===== src/sv/twdp_pkg.sv =====
// Package for the ternary-weight dot product block.
// Holds payload structs, default sizes and shared helpers; no dependencies.
package twdp_pkg;

  localparam int MAX_LANES     = 8;
  localparam int ACT_FIELD_W   = 16;
  localparam int DOT_SUM_W     = 32;
  localparam int LANES_DEF     = 8;
  localparam int ACT_WIDTH_DEF = 16;
  localparam int ACC_WIDTH_DEF = 32;

  typedef struct packed {
    logic signed [ACT_FIELD_W-1:0] act_0;
    logic signed [ACT_FIELD_W-1:0] act_1;
    logic signed [ACT_FIELD_W-1:0] act_2;
    logic signed [ACT_FIELD_W-1:0] act_3;
    logic signed [ACT_FIELD_W-1:0] act_4;
    logic signed [ACT_FIELD_W-1:0] act_5;
    logic signed [ACT_FIELD_W-1:0] act_6;
    logic signed [ACT_FIELD_W-1:0] act_7;
    logic        [MAX_LANES-1:0]   plus_mask;
    logic        [MAX_LANES-1:0]   minus_mask;
    logic        [3:0]             lanes_valid;
    logic                          row_end;
  } twdp_in_t;

  typedef struct packed {
    logic signed [DOT_SUM_W-1:0] dot_sum;
    logic                        saturated;
  } twdp_out_t;

  // Merge-stage item handed to the accumulator.
  typedef struct packed {
    logic valid;
    logic row_end;
  } twdp_acc_req_t;

  // Activation of one lane, picked by lane number.
  function automatic logic signed [ACT_FIELD_W-1:0] act_of(twdp_in_t d, logic [2:0] idx);
    logic signed [ACT_FIELD_W-1:0] a;
    case (idx)
      3'd0:    a = d.act_0;
      3'd1:    a = d.act_1;
      3'd2:    a = d.act_2;
      3'd3:    a = d.act_3;
      3'd4:    a = d.act_4;
      3'd5:    a = d.act_5;
      3'd6:    a = d.act_6;
      3'd7:    a = d.act_7;
      default: a = '0;
    endcase
    return a;
  endfunction

endpackage


===== src/sv/ternary_weight_dot_product_top.sv =====
// Top level of the ternary-weight dot product block.
// Depends on twdp_pkg, twdp_lane, twdp_merge and twdp_acc.
//
// Streams a row of activations against ternary weights given as a +1 mask and
// a -1 mask, up to eight lanes per transaction. Each lane adds, subtracts or
// drops its activation (both mask bits set counts as zero, lanes at or above
// lanes_valid are ignored). The lane sums of one transaction are added to a
// signed ACC_WIDTH-bit accumulator in one saturating step; a clip sets a
// sticky flag. The transaction with row_end set produces one result (dot_sum,
// saturated) and clears both. Throughput is one transaction per cycle unless a
// row end waits on a held result; the accumulator's single add-and-compare per
// cycle is the only feedback path. An accepted transaction loads the lane
// register, then the merge (lane adder) register, then the accumulator and
// result register, which raises out_valid. A result
// held by a stalled consumer blocks only row-end transactions reaching the
// accumulator; the lane and merge stages keep filling meanwhile.
module ternary_weight_dot_product_top
  import twdp_pkg::*;
#(
  parameter int LANES     = LANES_DEF,
  parameter int ACT_WIDTH = ACT_WIDTH_DEF,
  parameter int ACC_WIDTH = ACC_WIDTH_DEF
) (
  input  logic      clk,
  input  logic      rst_n,
  input  logic      in_valid,
  output logic      in_ready,
  input  twdp_in_t  in_data,
  output logic      out_valid,
  input  logic      out_ready,
  output twdp_out_t out_data
);

  localparam int DW = ACT_WIDTH + 1 + $clog2(LANES);

  logic                      v1_r, v1_nxt;
  logic                      v2_r, v2_nxt;
  logic                      end1_r, end2_r;
  logic                      ld1, ld2, go;
  logic signed [ACT_WIDTH:0] contrib [LANES];
  logic signed [DW-1:0]      delta;
  twdp_acc_req_t             acc_req;

  // stage handshake: a stage loads when empty or when its item moves on
  assign ld2      = v1_r && (!v2_r || go);
  assign in_ready = !v1_r || ld2;
  assign ld1      = in_valid && in_ready;

  assign v1_nxt = ld1 || (v1_r && !ld2);
  assign v2_nxt = ld2 || (v2_r && !go);

  always_ff @(posedge clk) begin
    if (!rst_n) begin
      v1_r <= 1'b0;
      v2_r <= 1'b0;
    end else begin
      v1_r <= v1_nxt;
      v2_r <= v2_nxt;
    end
  end

  always_ff @(posedge clk) begin
    if (ld1) begin
      end1_r <= in_data.row_end;
    end
    if (ld2) begin
      end2_r <= end1_r;
    end
  end

  // lane stage
  for (genvar i = 0; i < LANES; i++) begin : g_lane
    twdp_lane #(
      .ACT_WIDTH (ACT_WIDTH)
    ) u_lane (
      .clk       (clk),
      .load      (ld1),
      .act       (act_of(in_data, 3'(i))),
      .plus_bit  (in_data.plus_mask[i]),
      .minus_bit (in_data.minus_mask[i]),
      .lane_on   (4'(i) < in_data.lanes_valid),
      .contrib_r (contrib[i])
    );
  end

  // merge stage
  twdp_merge #(
    .LANES     (LANES),
    .ACT_WIDTH (ACT_WIDTH),
    .DW        (DW)
  ) u_merge (
    .clk     (clk),
    .load    (ld2),
    .contrib (contrib),
    .delta_r (delta)
  );

  // accumulate, saturate, hold result
  assign acc_req.valid   = v2_r;
  assign acc_req.row_end = end2_r;

  twdp_acc #(
    .ACC_WIDTH (ACC_WIDTH),
    .DW        (DW)
  ) u_acc (
    .clk         (clk),
    .rst_n       (rst_n),
    .req         (acc_req),
    .delta       (delta),
    .go          (go),
    .out_valid_r (out_valid),
    .out_ready   (out_ready),
    .out_data_r  (out_data)
  );

endmodule


===== src/sv/twdp_lane.sv =====
// One activation lane: applies the ternary weight and registers the contribution.
// Depends on twdp_pkg.
module twdp_lane
  import twdp_pkg::*;
#(
  parameter int ACT_WIDTH = ACT_WIDTH_DEF
) (
  input  logic                          clk,
  input  logic                          load,
  input  logic signed [ACT_FIELD_W-1:0] act,
  input  logic                          plus_bit,
  input  logic                          minus_bit,
  input  logic                          lane_on,
  output logic signed [ACT_WIDTH:0]     contrib_r
);

  localparam int CW = ACT_WIDTH + 1;

  logic signed [31:0]          act32;
  logic signed [ACT_WIDTH-1:0] act_a;
  logic signed [CW-1:0]        act_ext;
  logic signed [CW-1:0]        contrib_nxt;

  // low ACT_WIDTH bits of the field, sign-extended
  assign act32   = 32'(act);
  assign act_a   = act32[ACT_WIDTH-1:0];
  assign act_ext = CW'(act_a);

  always_comb begin
    contrib_nxt = '0;
    if (lane_on && plus_bit && !minus_bit) begin
      contrib_nxt = act_ext;
    end else if (lane_on && minus_bit && !plus_bit) begin
      contrib_nxt = -act_ext;
    end
  end

  always_ff @(posedge clk) begin
    if (load) begin
      contrib_r <= contrib_nxt;
    end
  end

endmodule


===== src/sv/twdp_merge.sv =====
// Merge stage: sums the registered lane contributions into one item delta.
// Depends on twdp_pkg.
module twdp_merge
  import twdp_pkg::*;
#(
  parameter int LANES     = LANES_DEF,
  parameter int ACT_WIDTH = ACT_WIDTH_DEF,
  parameter int DW        = ACT_WIDTH + 1 + $clog2(LANES)
) (
  input  logic                      clk,
  input  logic                      load,
  input  logic signed [ACT_WIDTH:0] contrib [LANES],
  output logic signed [DW-1:0]      delta_r
);

  logic signed [DW-1:0] delta_nxt;

  always_comb begin
    delta_nxt = '0;
    for (int i = 0; i < LANES; i++) begin
      delta_nxt = delta_nxt + DW'(contrib[i]);
    end
  end

  always_ff @(posedge clk) begin
    if (load) begin
      delta_r <= delta_nxt;
    end
  end

endmodule


===== src/sv/twdp_acc.sv =====
// Saturating row accumulator with sticky clip flag and result register.
// Depends on twdp_pkg.
module twdp_acc
  import twdp_pkg::*;
#(
  parameter int ACC_WIDTH = ACC_WIDTH_DEF,
  parameter int DW        = ACT_WIDTH_DEF + 1 + $clog2(LANES_DEF)
) (
  input  logic                 clk,
  input  logic                 rst_n,
  input  twdp_acc_req_t        req,
  input  logic signed [DW-1:0] delta,
  output logic                 go,
  output logic                 out_valid_r,
  input  logic                 out_ready,
  output twdp_out_t            out_data_r
);

  localparam int SW = ((ACC_WIDTH > DW) ? ACC_WIDTH : DW) + 1;
  localparam int MW = (ACC_WIDTH > DOT_SUM_W) ? ACC_WIDTH : DOT_SUM_W;
  localparam logic signed [SW-1:0] ACC_HI =
    {{(SW - ACC_WIDTH + 1){1'b0}}, {(ACC_WIDTH - 1){1'b1}}};
  localparam logic signed [SW-1:0] ACC_LO = ~ACC_HI;

  logic signed [ACC_WIDTH-1:0] acc_r, acc_nxt;
  logic                        clip_r, clip_nxt;
  logic                        out_valid_nxt;
  logic signed [SW-1:0]        sum;
  logic                        over, under, clip_now;
  logic signed [ACC_WIDTH-1:0] sat;
  logic signed [MW-1:0]        sat_wide;

  assign sum      = SW'(acc_r) + SW'(delta);
  assign over     = sum > ACC_HI;
  assign under    = sum < ACC_LO;
  assign clip_now = clip_r | over | under;

  always_comb begin
    sat = sum[ACC_WIDTH-1:0];
    if (over) begin
      sat = ACC_HI[ACC_WIDTH-1:0];
    end else if (under) begin
      sat = ACC_LO[ACC_WIDTH-1:0];
    end
  end

  assign sat_wide = MW'(sat);

  // a row end needs a free result register
  assign go = req.valid && (!req.row_end || !out_valid_r || out_ready);

  always_comb begin
    acc_nxt       = acc_r;
    clip_nxt      = clip_r;
    out_valid_nxt = out_valid_r && !out_ready;
    if (go) begin
      if (req.row_end) begin
        acc_nxt       = '0;
        clip_nxt      = 1'b0;
        out_valid_nxt = 1'b1;
      end else begin
        acc_nxt  = sat;
        clip_nxt = clip_now;
      end
    end
  end

  always_ff @(posedge clk) begin
    if (!rst_n) begin
      acc_r       <= '0;
      clip_r      <= 1'b0;
      out_valid_r <= 1'b0;
    end else begin
      acc_r       <= acc_nxt;
      clip_r      <= clip_nxt;
      out_valid_r <= out_valid_nxt;
    end
  end

  always_ff @(posedge clk) begin
    if (go && req.row_end) begin
      out_data_r.dot_sum   <= sat_wide[DOT_SUM_W-1:0];
      out_data_r.saturated <= clip_now;
    end
  end

endmodule


===== config.mk =====
export PLATFORM = sky130hd
export DESIGN_NAME = ternary_weight_dot_product_top
export DESIGN_NICKNAME = d
export VERILOG_FILES = /design/src/sv/twdp_pkg.sv /design/src/sv/ternary_weight_dot_product_top.sv /design/src/sv/twdp_lane.sv /design/src/sv/twdp_merge.sv /design/src/sv/twdp_acc.sv
export SDC_FILE = /design/constraint.sdc
export NUM_CORES = 1
export LEC_CHECK = 0
export CORE_UTILIZATION = 65
export CTS_BUF_LIST = sky130_fd_sc_hd__clkbuf_16
export DETAILED_ROUTE_END_ITERATION = 10
export DONT_BUFFER_PORTS = 1
export HOLD_SLACK_MARGIN = 0.12
export PLACE_DENSITY = 0.85
export SLEW_MARGIN = 15
export SYNTH_ARGS = -nofsm -noshare
export SYNTH_HDL_FRONTEND = slang
export SYNTH_SLANG_ARGS = --single-unit
export TNS_END_PERCENT = 20

===== constraint.sdc =====
create_clock -name clk -period 7.87 [get_ports clk]
set_input_delay 1.1805 -clock clk [delete_from_list [all_inputs] [get_ports clk]]
set_output_delay 1.1805 -clock clk [all_outputs]
set_load 0.05 [all_outputs]

==> summary.md, run 1 <==
| Metric | Value |
|---|---|
| Outcome | `finished, final reports clean` |
| Initial Util | `66.5%` |
| P per Cell Area | `428 nW/um^2` |
| Final #Nets | `1,982` |
| # port buffers | `0` |
| Post-DP HPWL | `29,000 um` |
| Count of different cell masters after synthesis | `65` |
| Arr. time, crit path | `6.63 ns` |
| Metal-1 WL | `14,800 um` |
| Leakage power | `6.75 nW` |
| Finish-stage setup viols | `0` |
| GRT overflow | `0` |
| Synth Register Bits | `227` |
| Share of layout cells above drive strength 1 | `6.73%` |
| Clock power share | `15.3%` |
| TritonCTS clock tree | `done` |
| Row count | `57` |
| Routed wire length per instance | `18.8 um` |
| Post-synthesis sequential area ratio | `39.7%` |
| Sw power | `3.13 mW` |
| I/O pins | `188` |
| First-pass GRT wire length | `60,100 um` |
| Vias/cell | `6.25` |
| Final worst slack | `1.52 ns` |
| Die width | `160 um` |
| Total power | `7.49 mW` |
| Antenna violations before repair | `0` |
| Cell count after synthesis | `1,661` |
| Slew @ Worst Pin | `1.07 ns` |
| Peak VDD IR | `0.000424 V` |
| Setup WS pre-CTS | `1.63 ns` |
| Syn Nets | `1,981` |
| Area delta synth->final | `7.38%` |
| Pre-antenna DRT Iters | `6` |
| CTS Hold Bufs | `0` |
| Fmax | `157 MHz` |
| Final Hold Viols | `0` |
| Final GP Congestion | `0.921` |
| Sequential power share | `25.0%` |
| Async SR Flop Fraction | `0%` |
| Clk_lat worst skew | `0.52 ns` |
| Routed wl met2 | `18,700 um` |
| Worst stage delay on the critical path | `0.64 ns` |
| Top Metal Used | `met4` |
| Post-DRT Antenna Nets | `0` |
| Clock-pin slew on the worst setup and hold paths | `0.06 ns` |
| RSZ-0062 raised after global routing | `false` |
| Crit-path cells | `fa_1 -> ha_1 -> inv_1 -> fa_1 -> nor2b_1 -> o21ai_0 -> a21boi_0 -> o21a_1 -> nor2_1 -> xnor2_1 -> fa_1 -> fa_1 -> fa_1 -> inv_1 -> ha_1 -> nor3_1 -> nor2_1 -> o41ai_1 -> o21ai_0 -> o41ai_1 -> o2111ai_1 -> a21oi_1 -> xnor2_1` |
| Hold_ws | `0.432 ns` |
| Clk root buf | `clkbuf_16` |
| Cell Area, Synth | `16,300 um^2` |
| Largest net degree at the start of global routing | `84` |
| Met3 wire len | `2840 um` |
| Worst min path class | `flop to flop` |
| Post-synth EDFFs | `191` |
| Tmin final | `6.35 ns` |
| CP endpoint kind | `flop` |
| Syn avg cell area | `9.80 um^2` |
| Post-cts sizing count | `0` |
| Period utilization | `80.7%` |
| Combinational Power Share | `59.6%` |
| Final wirelength | `37,600 um` |
| Synth warn | `0` |
| Setup TNS | `0 ns` |
| Vias in the first global route | `12,000` |
| Relative slew margins | `28.5%` |
| N_diodes | `0` |
| Top FF cell, synth | `edfxtp_1` |
| Max-Cap Viols | `0` |
| Height of the die | `160 um` |
| Crit path top cell by count | `fa_1` |
| Fillers | `1,721` |
| Startpoint Class | `flop` |
| Drc violations | `0` |
| CTS Buffer Depth | `3` |
| Setup CP Type | `flop to flop` |
| Tot GR Track Use | `29.4%` |
| Inserted Clock Buffers | `25` |
| Crit Path Max Fanout | `4` |
| Die area | `25,700 um^2` |
| Critical path's slowest cell | `o41ai_1` |
| Core Footprint | `24,500 um^2` |
| Starting DRT DRC Count | `1,033` |
| Max Slew Vio Count | `0` |
| Worst Skew | `0.00727 ns` |
| H-Tree Depth | `1` |
| # Post-CTS Setup Buffers | `0` |
| Critical Path RT | `8.14 ns` |
| Num Clock Sinks | `227` |
| Cell-internal power | `4.36 mW` |
| Routed via count | `12,500` |
| Sw frac | `41.8%` |
## worst paths after layout
kind / slack (ns) / end / cells past startpoint / from
setup / recovery: 1.52 / u_merge.delta_r[18] / 23 / g_lane[2].u_lane.contrib_r[1]
hold / removal: 0.43 / end2_r / 0 / end1_r
setup reg to reg: 1.52 / u_merge.delta_r[18] / 23 / g_lane[2].u_lane.contrib_r[1]
hold reg to reg: 0.43 / end2_r / 0 / end1_r
## cell usage after synthesis (8+ instances only)
master	n	area share, %
xnor2_1	43	2.3
o21ai_0	237	7.3
or2_2	14	0.54
inv_1	158	3.6
edfxtp_1	191	35
o31ai_1	28	1.3
xor2_1	22	1.2
nand2_1	133	3.1
nor3_1	31	0.95
a21oi_1	60	1.8
or3_1	53	2.0
ha_1	75	5.8
nor2b_1	9	0.35
a31oi_1	12	0.46
maj3_1	29	1.8
nand2b_1	12	0.46
dfxtp_1	36	4.4
clkbuf_1	39	0.90
nand3_1	17	0.52
nor4_1	11	0.42
nor2_1	145	3.3
o21ai_1	8	0.25
a221o_1	25	1.5
fa_1	92	11
or3_4	18	1.2
a21o_1	29	1.3
o21a_1	13	0.60
nor3b_1	14	0.65
and3_1	11	0.42
## logic make-up (layout without fill, tap and decap cells)
logic type      Yosys count  in the layout  share of synthesized area (%)
xor+xnor                 67             67                           3.70
simple gates            501            501                           15.6
fa+ha+maj               196            196                           18.9
flops                   227            227                           39.7
mux                       2              2                          0.123
compound gates          464            464                           17.3
buf+inv                 204            222                           4.74
## state kept, by name, summed over array words and instances, names as in the netlist
register and flops:
v1_r 1, end1_r 1, g_lane.u_lane.contrib_r 136, end2_r 1, u_acc.clip_r 1, u_acc.acc_r 32, v2_r 1, u_merge.delta_r 20
u_acc.out_valid_r 1, u_acc.out_data_r 33
## layout make-up
class	instances	area, um^2	area share (%)
multi-input combinational	1230	9080	51.9
sequential	227	6460	36.9
clock buffer	25	626	3.58
inverter	158	593	3.39
tap	324	405	2.32
clock inverter	19	174	0.995
timing repair buffer	20	150	0.859
## layout by cell type (no fill, tap or decap), drive strengths merged, types with 13 or more instances in the layout
cell type,netlist,layout
inv,158,162
a21oi,60,60
o21a,13,13
edfxtp,191,191
or2,15,15
xnor2,45,45
a21o,29,29
xor2,22,22
fa,92,92
nand2,133,133
clkbuf,39,25
nor3,35,35
o31ai,28,28
nor2,145,145
buf,7,20
or3,71,71
maj3,29,29
nor3b,14,14
o21ai,245,245
ha,75,75
nand3,17,17
dfxtp,36,36
a221o,25,25
## metrics by stage
stage	util [%]	cell area, um^2	std cells
2_1_floorplan	-	16300	1661
3_3_place_gp	68.2	16700	1959
3_5_place_dp	68.2	16700	1959
4_1_cts	71.5	17500	2003
5_1_grt	71.5	17500	2003
6_report	71.5	17500	2003
## per-layer routing
metal / GRT usage, % / up-vias
li1: - / 5965
met1: 36.9 / 5911
met2: 51.3 / 546
met3: 5.19 / 88
met4: 9.78 / 0
met5: 0 / -
## worst max-delay path: cells and delay by family, from the launching register on
| kind | cells | cell delay [ns] |
|---|---|---|
| adders and majority gates | 7 | 2.97 |
| and+or+nand+nor | 4 | 0.41 |
| xor gates and xnor gates | 2 | 0.26 |
| AOI/OAI and AO/OA | 8 | 1.99 |
| DFF | 1 | 0.39 |
| buffers and inverters | 2 | 0.10 |
## power by group through the flow
stage               clock network, mW  registers [mW]  logic (mW)
global placement                    0            1.89        4.17
finish                           1.15            1.87        4.46
CTS                              1.16            1.88        4.43
detailed placement                  0            1.90        4.38
global route                     1.21            1.89        4.98
floorplan                           0            1.87        3.44
No activity file was read; power rests on OpenSTA's default activity.
==> run 2: changes to the inputs <==
--- a/config.mk
+++ b/config.mk
@@ -5,12 +5,13 @@
 export SDC_FILE = /design/constraint.sdc
 export NUM_CORES = 1
 export LEC_CHECK = 0
-export CORE_UTILIZATION = 65
+export ABC_AREA = 1
+export CORE_UTILIZATION = 66
 export CTS_BUF_LIST = sky130_fd_sc_hd__clkbuf_16
 export DETAILED_ROUTE_END_ITERATION = 10
 export DONT_BUFFER_PORTS = 1
 export HOLD_SLACK_MARGIN = 0.12
-export PLACE_DENSITY = 0.85
+export PLACE_DENSITY = 0.86
 export SLEW_MARGIN = 15
 export SYNTH_ARGS = -nofsm -noshare
 export SYNTH_HDL_FRONTEND = slang
==> constraint.sdc (replaced) <==
create_clock -name clk -period 5.94 [get_ports clk]
set_input_delay 0.891 -clock clk [delete_from_list [all_inputs] [get_ports clk]]
set_output_delay 0.891 -clock clk [all_outputs]
set_load 0.05 [all_outputs]
==> summary.md, run 2 <==
| Metric | Value |
|---|---|
| Starting DRT DRC Count | `1,252 (+21%)` |
| Initial Util | `67.5% (+0.95 points)` |
| Ranking of synthesized cells by area | `edfxtp_1 (34%), fa_1 (11%), nand2_1 (11%)` |
| Antenna violations before repair | `0 (unchanged)` |
| Reg2reg end | `u_merge.delta_r[19]` |
| Worst Skew | `0.0148 ns (+0.00751 ns)` |
| P per Cell Area | `474 nW/um^2 (+11%)` |
| Fmax | `179 MHz (+14%)` |
| Placed cell count | `2,375 (+21%)` |
| Synth Register Bits | `227 (unchanged)` |
| Post-synth EDFFs | `191 (unchanged)` |
| Syn Nets | `2,382 (+20%)` |
| I/O pins | `188 (unchanged)` |
| Clock-pin slew on the worst setup and hold paths | `0.06 ns (about the same)` |
| Inserted Clock Buffers | `25 (unchanged)` |
| Max reg flops | `136 (unchanged)` |
| Die width | `163 um (+1.5%)` |
| Area share of the largest cell type after synthesis | `33.6% (-1.6 points)` |
| CTS Buffer Depth | `3 (unchanged)` |
| Arr. time, crit path | `5.86 ns (-0.77 ns)` |
| Setup crit end | `u_merge.delta_r[19]` |
| Hold_ws | `0.442 ns (+0.0102 ns)` |
| GRT overflow | `0 (unchanged)` |
| Critical path's slowest cell | `fa_1` |
| H-Tree Depth | `1 (unchanged)` |
| Finish-stage setup viols | `0 (unchanged)` |
| Drc violations | `0 (unchanged)` |
| First-pass GRT wire length | `66,300 um (+10%)` |
| Final GP Congestion | `0.944 (+2.5%)` |
| Async SR Flop Fraction | `0% (unchanged)` |
| Period utilization | `94.2% (+13 points)` |
| Final wirelength | `41,200 um (+9.5%)` |
| Critical Path RT | `6.21 ns (-1.93 ns)` |
| Area delta synth->final | `6.75%` |
| Most instantiated cells after synthesis | `nand2_1 (482), inv_1 (375), edfxtp_1 (191)` |
| Vias/cell | `5.74 (-8.1%)` |
| Outcome | `finished, final reports clean` |
| Worst Setup SP | `g_lane[2].u_lane.contrib_r[3]` |
| CTS Hold Bufs | `0 (unchanged)` |
| Setup WS pre-CTS | `0.224 ns (-1.40 ns)` |
| Clk root buf | `clkbuf_16` |
| N_diodes | `0 (unchanged)` |
| Crit-path cells | `fa_1 -> ha_1 -> a21oi_1 -> nand2_1 -> a21oi_1 -> o21ai_1 -> nand2_1 -> nand2_1 -> nand2_1 -> nand2_1 -> nand2_1 -> nand2_1 -> xnor2_1 -> fa_1 -> fa_1 -> inv_1 -> fa_1 -> ha_1 -> a21oi_1 -> o21ai_0 -> a21oi_1 -> nand3_1 -> xor2_1` |
| Post-DRT Antenna Nets | `0 (unchanged)` |
| Worst stage delay on the critical path | `0.51 ns (-0.13 ns)` |
| Relative slew margins | `31.7% (+3.2 points)` |
| Tot GR Track Use | `32.0% (+2.6 points)` |
| Row count | `58 (+1.8%)` |
| Post-synth top area cell | `edfxtp_1` |
| Core Footprint | `25,300 um^2 (+3.2%)` |
| Routed wire length per instance | `17.0 um (-9.4%)` |
| Cell count along the critical path | `23 (unchanged)` |
| Final worst slack | `0.344 ns (-1.17 ns)` |
| Post-DP HPWL | `32,500 um (+12%)` |
| Biggest register | `g_lane.u_lane.contrib_r` |
| Cell count after synthesis | `2,062 (+24%)` |
| RSZ-0062 raised after global routing | `false` |
| Worst min path class | `flop to flop` |
| Die area | `26,500 um^2 (+3.1%)` |
| Largest net degree at the start of global routing | `138 (+64%)` |
| Share of layout cells above drive strength 1 | `6.50% (-0.23 points)` |
| Height of the die | `163 um (+1.5%)` |
| Cell with the most instances after synthesis | `nand2_1` |
| Post-synthesis sequential area ratio | `37.9% (-1.8 points)` |
| Final Hold Viols | `0 (unchanged)` |
| Worst r2r src | `g_lane[2].u_lane.contrib_r[3]` |
| Count of different cell masters after synthesis | `53 (-18%)` |
| Peak VDD IR | `0.000370 V (-13%)` |
| CP endpoint kind | `flop` |
| # port buffers | `0 (unchanged)` |
| Max-Cap Viols | `0 (unchanged)` |
| Synth warn | `0 (unchanged)` |
| Slew @ Worst Pin | `1.02 ns (-0.0469 ns)` |
| Setup CP Type | `flop to flop` |
| Critical path buffers and inverters | `1 (-1)` |
| Top FF cell, synth | `edfxtp_1` |
| Vias in the first global route | `13,600 (+14%)` |
| Crit Path Max Fanout | `5 (+1)` |
| Setup TNS | `0 ns (unchanged)` |
| Most frequent cells in the layout | `nand2_1 (482), inv_1 (379), edfxtp_1 (191)` |
| Final #Nets | `2,393 (+21%)` |
| TritonCTS clock tree | `done` |
| Num Clock Sinks | `227 (unchanged)` |
| Most common cell after layout, fill and taps aside | `nand2_1` |
| Top Family by Delay on Critical Path | `adder cells` |
| Clk_lat worst skew | `0.53 ns (about the same)` |
| Reg2reg setup slack | `0.34 ns (-1.17 ns)` |
| Routed via count | `13,900 (+11%)` |
| Total power | `8.62 mW (+15%)` |
| Max Slew Vio Count | `0 (unchanged)` |
| Startpoint Class | `flop` |
| Regs by FF count | `g_lane.u_lane.contrib_r (136), u_acc.out_data_r (33), u_acc.acc_r (32)` |
| Syn avg cell area | `8.27 um^2 (-16%)` |
| Pre-antenna DRT Iters | `6 (unchanged)` |
| Cell Area, Synth | `17,000 um^2 (+4.7%)` |
| Tmin final | `5.60 ns (-0.758 ns)` |
| Non-Filler Instances | `2,422 (+21%)` |
| R2r worst-path depth | `23 (unchanged)` |
| Leakage power | `8.40 nW (+24%)` |
| Crit path top cell by count | `nand2_1` |
## run 2: cell types whose count changed after synthesis, sizes merged, moves of 26 or more
cell / delta
nand2: +399
xor2: +31
nand3: +73
or3: -71
inv: +225
a21o: -26
maj3: -29
nor2: +34
o22ai: +36
a21oi: +67
o21ai: -168
## run 2: final cells by class
type | count | area (um^2)
Timing Repair Buffer | 7 | 65.1
Sequential cell | 227 | 6460
Multi-Input combinational cell | 1423 | 9030
Clock buffer | 26 | 651
Inverter | 389 | 1460
Clock inverter | 20 | 119
Tap cell | 330 | 413
Fill cell | 1922 | 7060
## run 2: where the power goes
part           switching [mW]  internal [mW]
combinational            3.03           1.75
clock                   0.635          0.833
sequential              0.174           2.19
total                    3.84           4.78
## run 2: metrics by stage
step	instance area, um^2	util [%]
final	18200	72.1
after global routing	18200	72.1
after CTS	18200	71.9
after detailed placement	17400	68.9
after global placement	17400	68.9
after floorplan	17000	-
## run 2: metal layers
metal,GRT usage (%),wire (um)
met1,42.1,17500
met2,54.6,19800
met3,4.56,2730
met4,10.2,1230
met5,0,0
## run 2: kinds of logic (layout without fill, tap and decap cells)
family / Yosys count / after routing / share of synthesized area (%)
compound gates: 310 / 310 / 10.9
xor+xnor: 73 / 73 / 3.75
fa+ha+maj: 167 / 167 / 16.3
buf+inv: 412 / 442 / 9.37
flops: 227 / 227 / 37.9
simple gates: 873 / 873 / 21.8
## run 2: worst min-delay path by stage
stage	startpoint	end	slack, ns	cells after the start
2_1_floorplan	end1_r	end2_r	0.40	0
3_3_place_gp	end1_r	end2_r	0.41	0
3_5_place_dp	end1_r	end2_r	0.44	0
4_1_cts	end1_r	end2_r	0.45	0
5_1_grt	end1_r	end2_r	0.44	0
6_report	end1_r	end2_r	0.44	0
## run 2: what timing repair did
action                     4_1_cts  5_1_grt
resized for setup                0        6
hold endpoints to repair         0        0
setup endpoints to repair        0        5
setup buffers                    0        1
==> run 3: changes to the inputs <==
--- a/config.mk
+++ b/config.mk
@@ -15,5 +15,6 @@
 export SLEW_MARGIN = 15
 export SYNTH_ARGS = -nofsm -noshare
 export SYNTH_HDL_FRONTEND = slang
+export SYNTH_HIERARCHICAL = 1
 export SYNTH_SLANG_ARGS = --single-unit
 export TNS_END_PERCENT = 20
==> summary.md, run 3 <==
| Metric | Value |
|---|---|
| Arr. time, crit path | `4.53 ns (-1.33 ns)` |
| Setup TNS | `0 ns (unchanged)` |
| Final Util | `71.3% (-0.72 points)` |
| Ranking of synthesized cells by area | `edfxtp_1 (30%), nand2_1 (14%), fa_1 (11%)` |
| Vias in the first global route | `15,200 (+11%)` |
| H-Tree Depth | `1 (unchanged)` |
| # Post-CTS Setup Buffers | `0 (unchanged)` |
| CTS Buffer Depth | `3 (unchanged)` |
| Placed standard-cell area | `19,100 um^2 (+9.9%)` |
| Most instantiated cells after synthesis | `nand2_1 (725), inv_1 (498), nand3_1 (194)` |
| Worst stage delay on the critical path | `0.57 ns (+0.06 ns)` |
| Outcome | `finished, final reports clean` |
| TritonCTS clock tree | `done` |
| Height of the die | `171 um (+5.1%)` |
| Post-synth top area cell | `edfxtp_1` |
| Post-synthesis sequential area ratio | `34.3% (-3.6 points)` |
| Final GP Congestion | `0.927 (-1.8%)` |
| Top FF cell, synth | `edfxtp_1` |
| Post-DP HPWL | `37,400 um (+15%)` |
| Slew @ Worst Pin | `1.12 ns (+0.101 ns)` |
| Initial Util | `67.4% (about the same)` |
| Drc violations | `0 (unchanged)` |
| Max-Cap Viols | `0 (unchanged)` |
| Mux share of post-synthesis cell area | `0% (unchanged)` |
| Synth warn | `6 (+6)` |
| Clock-pin slew on the worst setup and hold paths | `0.06 ns (about the same)` |
| N_diodes | `0 (unchanged)` |
| Cell with the most instances after synthesis | `nand2_1` |
| Relative slew margins | `25.1% (-6.6 points)` |
| I/O pins | `188 (unchanged)` |
| Post-DRT Antenna Nets | `0 (unchanged)` |
| Worst min path class | `flop to flop` |
| Crit Path Max Fanout | `4 (-1)` |
| GRT overflow | `0 (unchanged)` |
| Row count | `61 (+5.2%)` |
| Fillers | `2,219 (+15%)` |
| Placed cell count | `2,828 (+19%)` |
| Setup CP Type | `flop to flop` |
| Finish-stage setup viols | `0 (unchanged)` |
| Leakage power | `9.48 nW (+13%)` |
| Startpoint Class | `flop` |
| Clk_lat worst skew | `0.54 ns (about the same)` |
| Cell Area, Synth | `18,800 um^2 (+11%)` |
| Inserted Clock Buffers | `26 (+4.0%)` |
| Routed wire length per instance | `16.3 um (-4.3%)` |
| Area share of the largest cell type after synthesis | `30.4% (-3.2 points)` |
| Post-cts sizing count | `0 (unchanged)` |
| Period utilization | `71.3% (-23 points)` |
| Largest family of logic cells by synthesized area | `simple AND/OR/NAND/NOR gates` |
| Routed via count | `15,700 (+13%)` |
| Antenna violations before repair | `1 (+1)` |
| Final worst slack | `1.71 ns (+1.36 ns)` |
| Pre-antenna DRT Iters | `6 (unchanged)` |
| Worst Skew | `0.0146 ns (-0.000183 ns)` |
| Num Clock Sinks | `227 (unchanged)` |
| Compound-Gate Fraction of Synth Area | `6.79% (-4.1 points)` |
| Biggest register | `g_lane.u_lane/contrib_r` |
| Fmax | `236 MHz (+32%)` |
| Regs by FF count | `g_lane.u_lane/contrib_r (136), u_acc/out_data_r (33), u_acc/acc_r (32)` |
| Tmin final | `4.23 ns (-1.36 ns)` |
| CTS Hold Bufs | `0 (unchanged)` |
| Peak VDD IR | `0.000345 V (-6.7%)` |
| Post-Layout Inst Area | `19,900 um^2 (+9.5%)` |
| RSZ-0062 raised after global routing | `false` |
| Crit path top cell by count | `fa_1` |
| Cell count after synthesis | `2,478 (+20%)` |
| Share of layout cells above drive strength 1 | `8.65% (+2.1 points)` |
| Die width | `171 um (+5.1%)` |
| Critical path's slowest cell | `fa_1` |
| Tot GR Track Use | `32.9% (+0.87 points)` |
| Top Family by Delay on Critical Path | `adder cells` |
| Largest net degree at the start of global routing | `80 (-42%)` |
| XOR/XNOR share of the synthesized area | `1.58% (-2.2 points)` |
| Crit-path cells | `fa_1 -> inv_1 -> fa_1 -> fa_1 -> fa_1 -> inv_1 -> ha_1 -> inv_1 -> fa_1 -> nand3b_1 -> nand2_2 -> nand3_1 -> nand2_1 -> nand2_1 -> nand3_1 -> nand2_1` |
| Final wirelength | `46,900 um (+14%)` |
| Die area | `29,200 um^2 (+10%)` |
| # port buffers | `0 (unchanged)` |
| Critical Path RT | `6.24 ns (+0.03 ns)` |
| Setup WS pre-CTS | `1.73 ns (+1.50 ns)` |
| Most frequent cells in the layout | `nand2_1 (725), inv_1 (499), nand3_1 (194)` |
| Final Hold Viols | `0 (unchanged)` |
| CP endpoint kind | `flop` |
| P per Cell Area | `440 nW/um^2 (-7.0%)` |
| Total power | `8.78 mW (+1.8%)` |
| Post-synth EDFFs | `191 (unchanged)` |
| Hold_ws | `0.439 ns (-0.00310 ns)` |
| Most common cell after layout, fill and taps aside | `nand2_1` |
| Post-Synth Simple-Gate Area | `30.8% (+9.0 points)` |
| Syn avg cell area | `7.60 um^2 (-8.0%)` |
| Clk root buf | `clkbuf_16` |
| Synth Register Bits | `227 (unchanged)` |
| Core Footprint | `27,900 um^2 (+11%)` |
| Max reg flops | `136 (unchanged)` |
| Async SR Flop Fraction | `0% (unchanged)` |
| Starting DRT DRC Count | `1,289 (+3.0%)` |
| Syn Nets | `2,797 (+17%)` |
| Max Slew Vio Count | `0 (unchanged)` |
| Count of different cell masters after synthesis | `34 (-36%)` |
| Area delta synth->final | `5.79%` |
| First-pass GRT wire length | `74,900 um (+13%)` |
| Critical path buffers and inverters | `3 (+2)` |
| Non-Filler Instances | `2,876 (+19%)` |
| Vias/cell | `5.45 (-5.0%)` |
| Final #Nets | `2,797 (+17%)` |
| Synth Area in Adders | `15.2% (-1.1 points)` |
==> run 3: changes by cell type after synthesis, moves of 25 or more <==
cell / before / now
inv_1: 375 / 498
nand2_1: 482 / 725
nand3_1: 88 / 194
nor2_2: 2 / 34
nor2_4: 1 / 41
nor3_1: 34 / 2
o21ai_0: 76 / 102
xor2_1: 53 / 28
==> run 3: kinds of logic (layout without fill, tap and decap cells) <==
kind of cell / count (synthesis) / count (layout)
xor gates and xnor gates: 34 / 34
and+or+nand+nor: 1275 / 1275
adders and majority gates: 166 / 166
DFF: 227 / 227
buffers and inverters: 534 / 554
AOI/OAI and AO/OA: 242 / 242
==> run 3: worst paths after layout <==
check | to | startpoint | slack (ns) | depth (start not counted)
hold reg to reg | end2_r | end1_r | 0.44 | 0
setup reg to reg | u_merge/delta_r[14] | g_lane[7].u_lane/contrib_r[2] | 1.71 | 16
hold / removal | end2_r | end1_r | 0.44 | 0
setup / recovery | u_merge/delta_r[14] | g_lane[7].u_lane/contrib_r[2] | 1.71 | 16
==> run 3: area by class of cell <==
type | count | area [um^2] | area share, %
inverter | 503 | 1890 | 9.49
clock inverter | 20 | 110 | 0.553
tap | 378 | 473 | 2.37
multi-input combinational | 1717 | 10300 | 51.5
clock buffer | 28 | 701 | 3.52
timing repair buffer | 3 | 35.0 | 0.176
sequential | 227 | 6460 | 32.4
==> run 3: routing by layer <==
metal | up-vias | GRT usage [%] | share of wire, % | wire [um]
met5 | - | 0 | 0.038 | 18
met4 | 2 | 13.4 | 4.4 | 2050
met2 | 532 | 58.0 | 49 | 23100
met1 | 7316 | 40.1 | 40 | 18900
li1 | 7731 | - | - | -
met3 | 97 | 5.02 | 5.9 | 2770
==> run 3: worst register-to-register path, cell delays in order, from the launching register on <==
cell and delay [ns]:
edfxtp_1 0.39, fa_1 0.57, inv_1 0.06, fa_1 0.51
fa_1 0.52, fa_1 0.49, inv_1 0.07, ha_1 0.21
inv_1 0.07, fa_1 0.39, nand3b_1 0.19, nand2_2 0.10
nand3_1 0.07, nand2_1 0.13, nand2_1 0.08, nand3_1 0.07
nand2_1 0.06
==> run 3: report_power, final <==
| part | internal (mW) | switching (mW) | total [mW] |
|---|---|---|---|
| clock network | 0.852 | 0.656 | 1.51 |
| registers | 2.20 | 0.223 | 2.43 |
| logic | 1.71 | 3.13 | 4.84 |
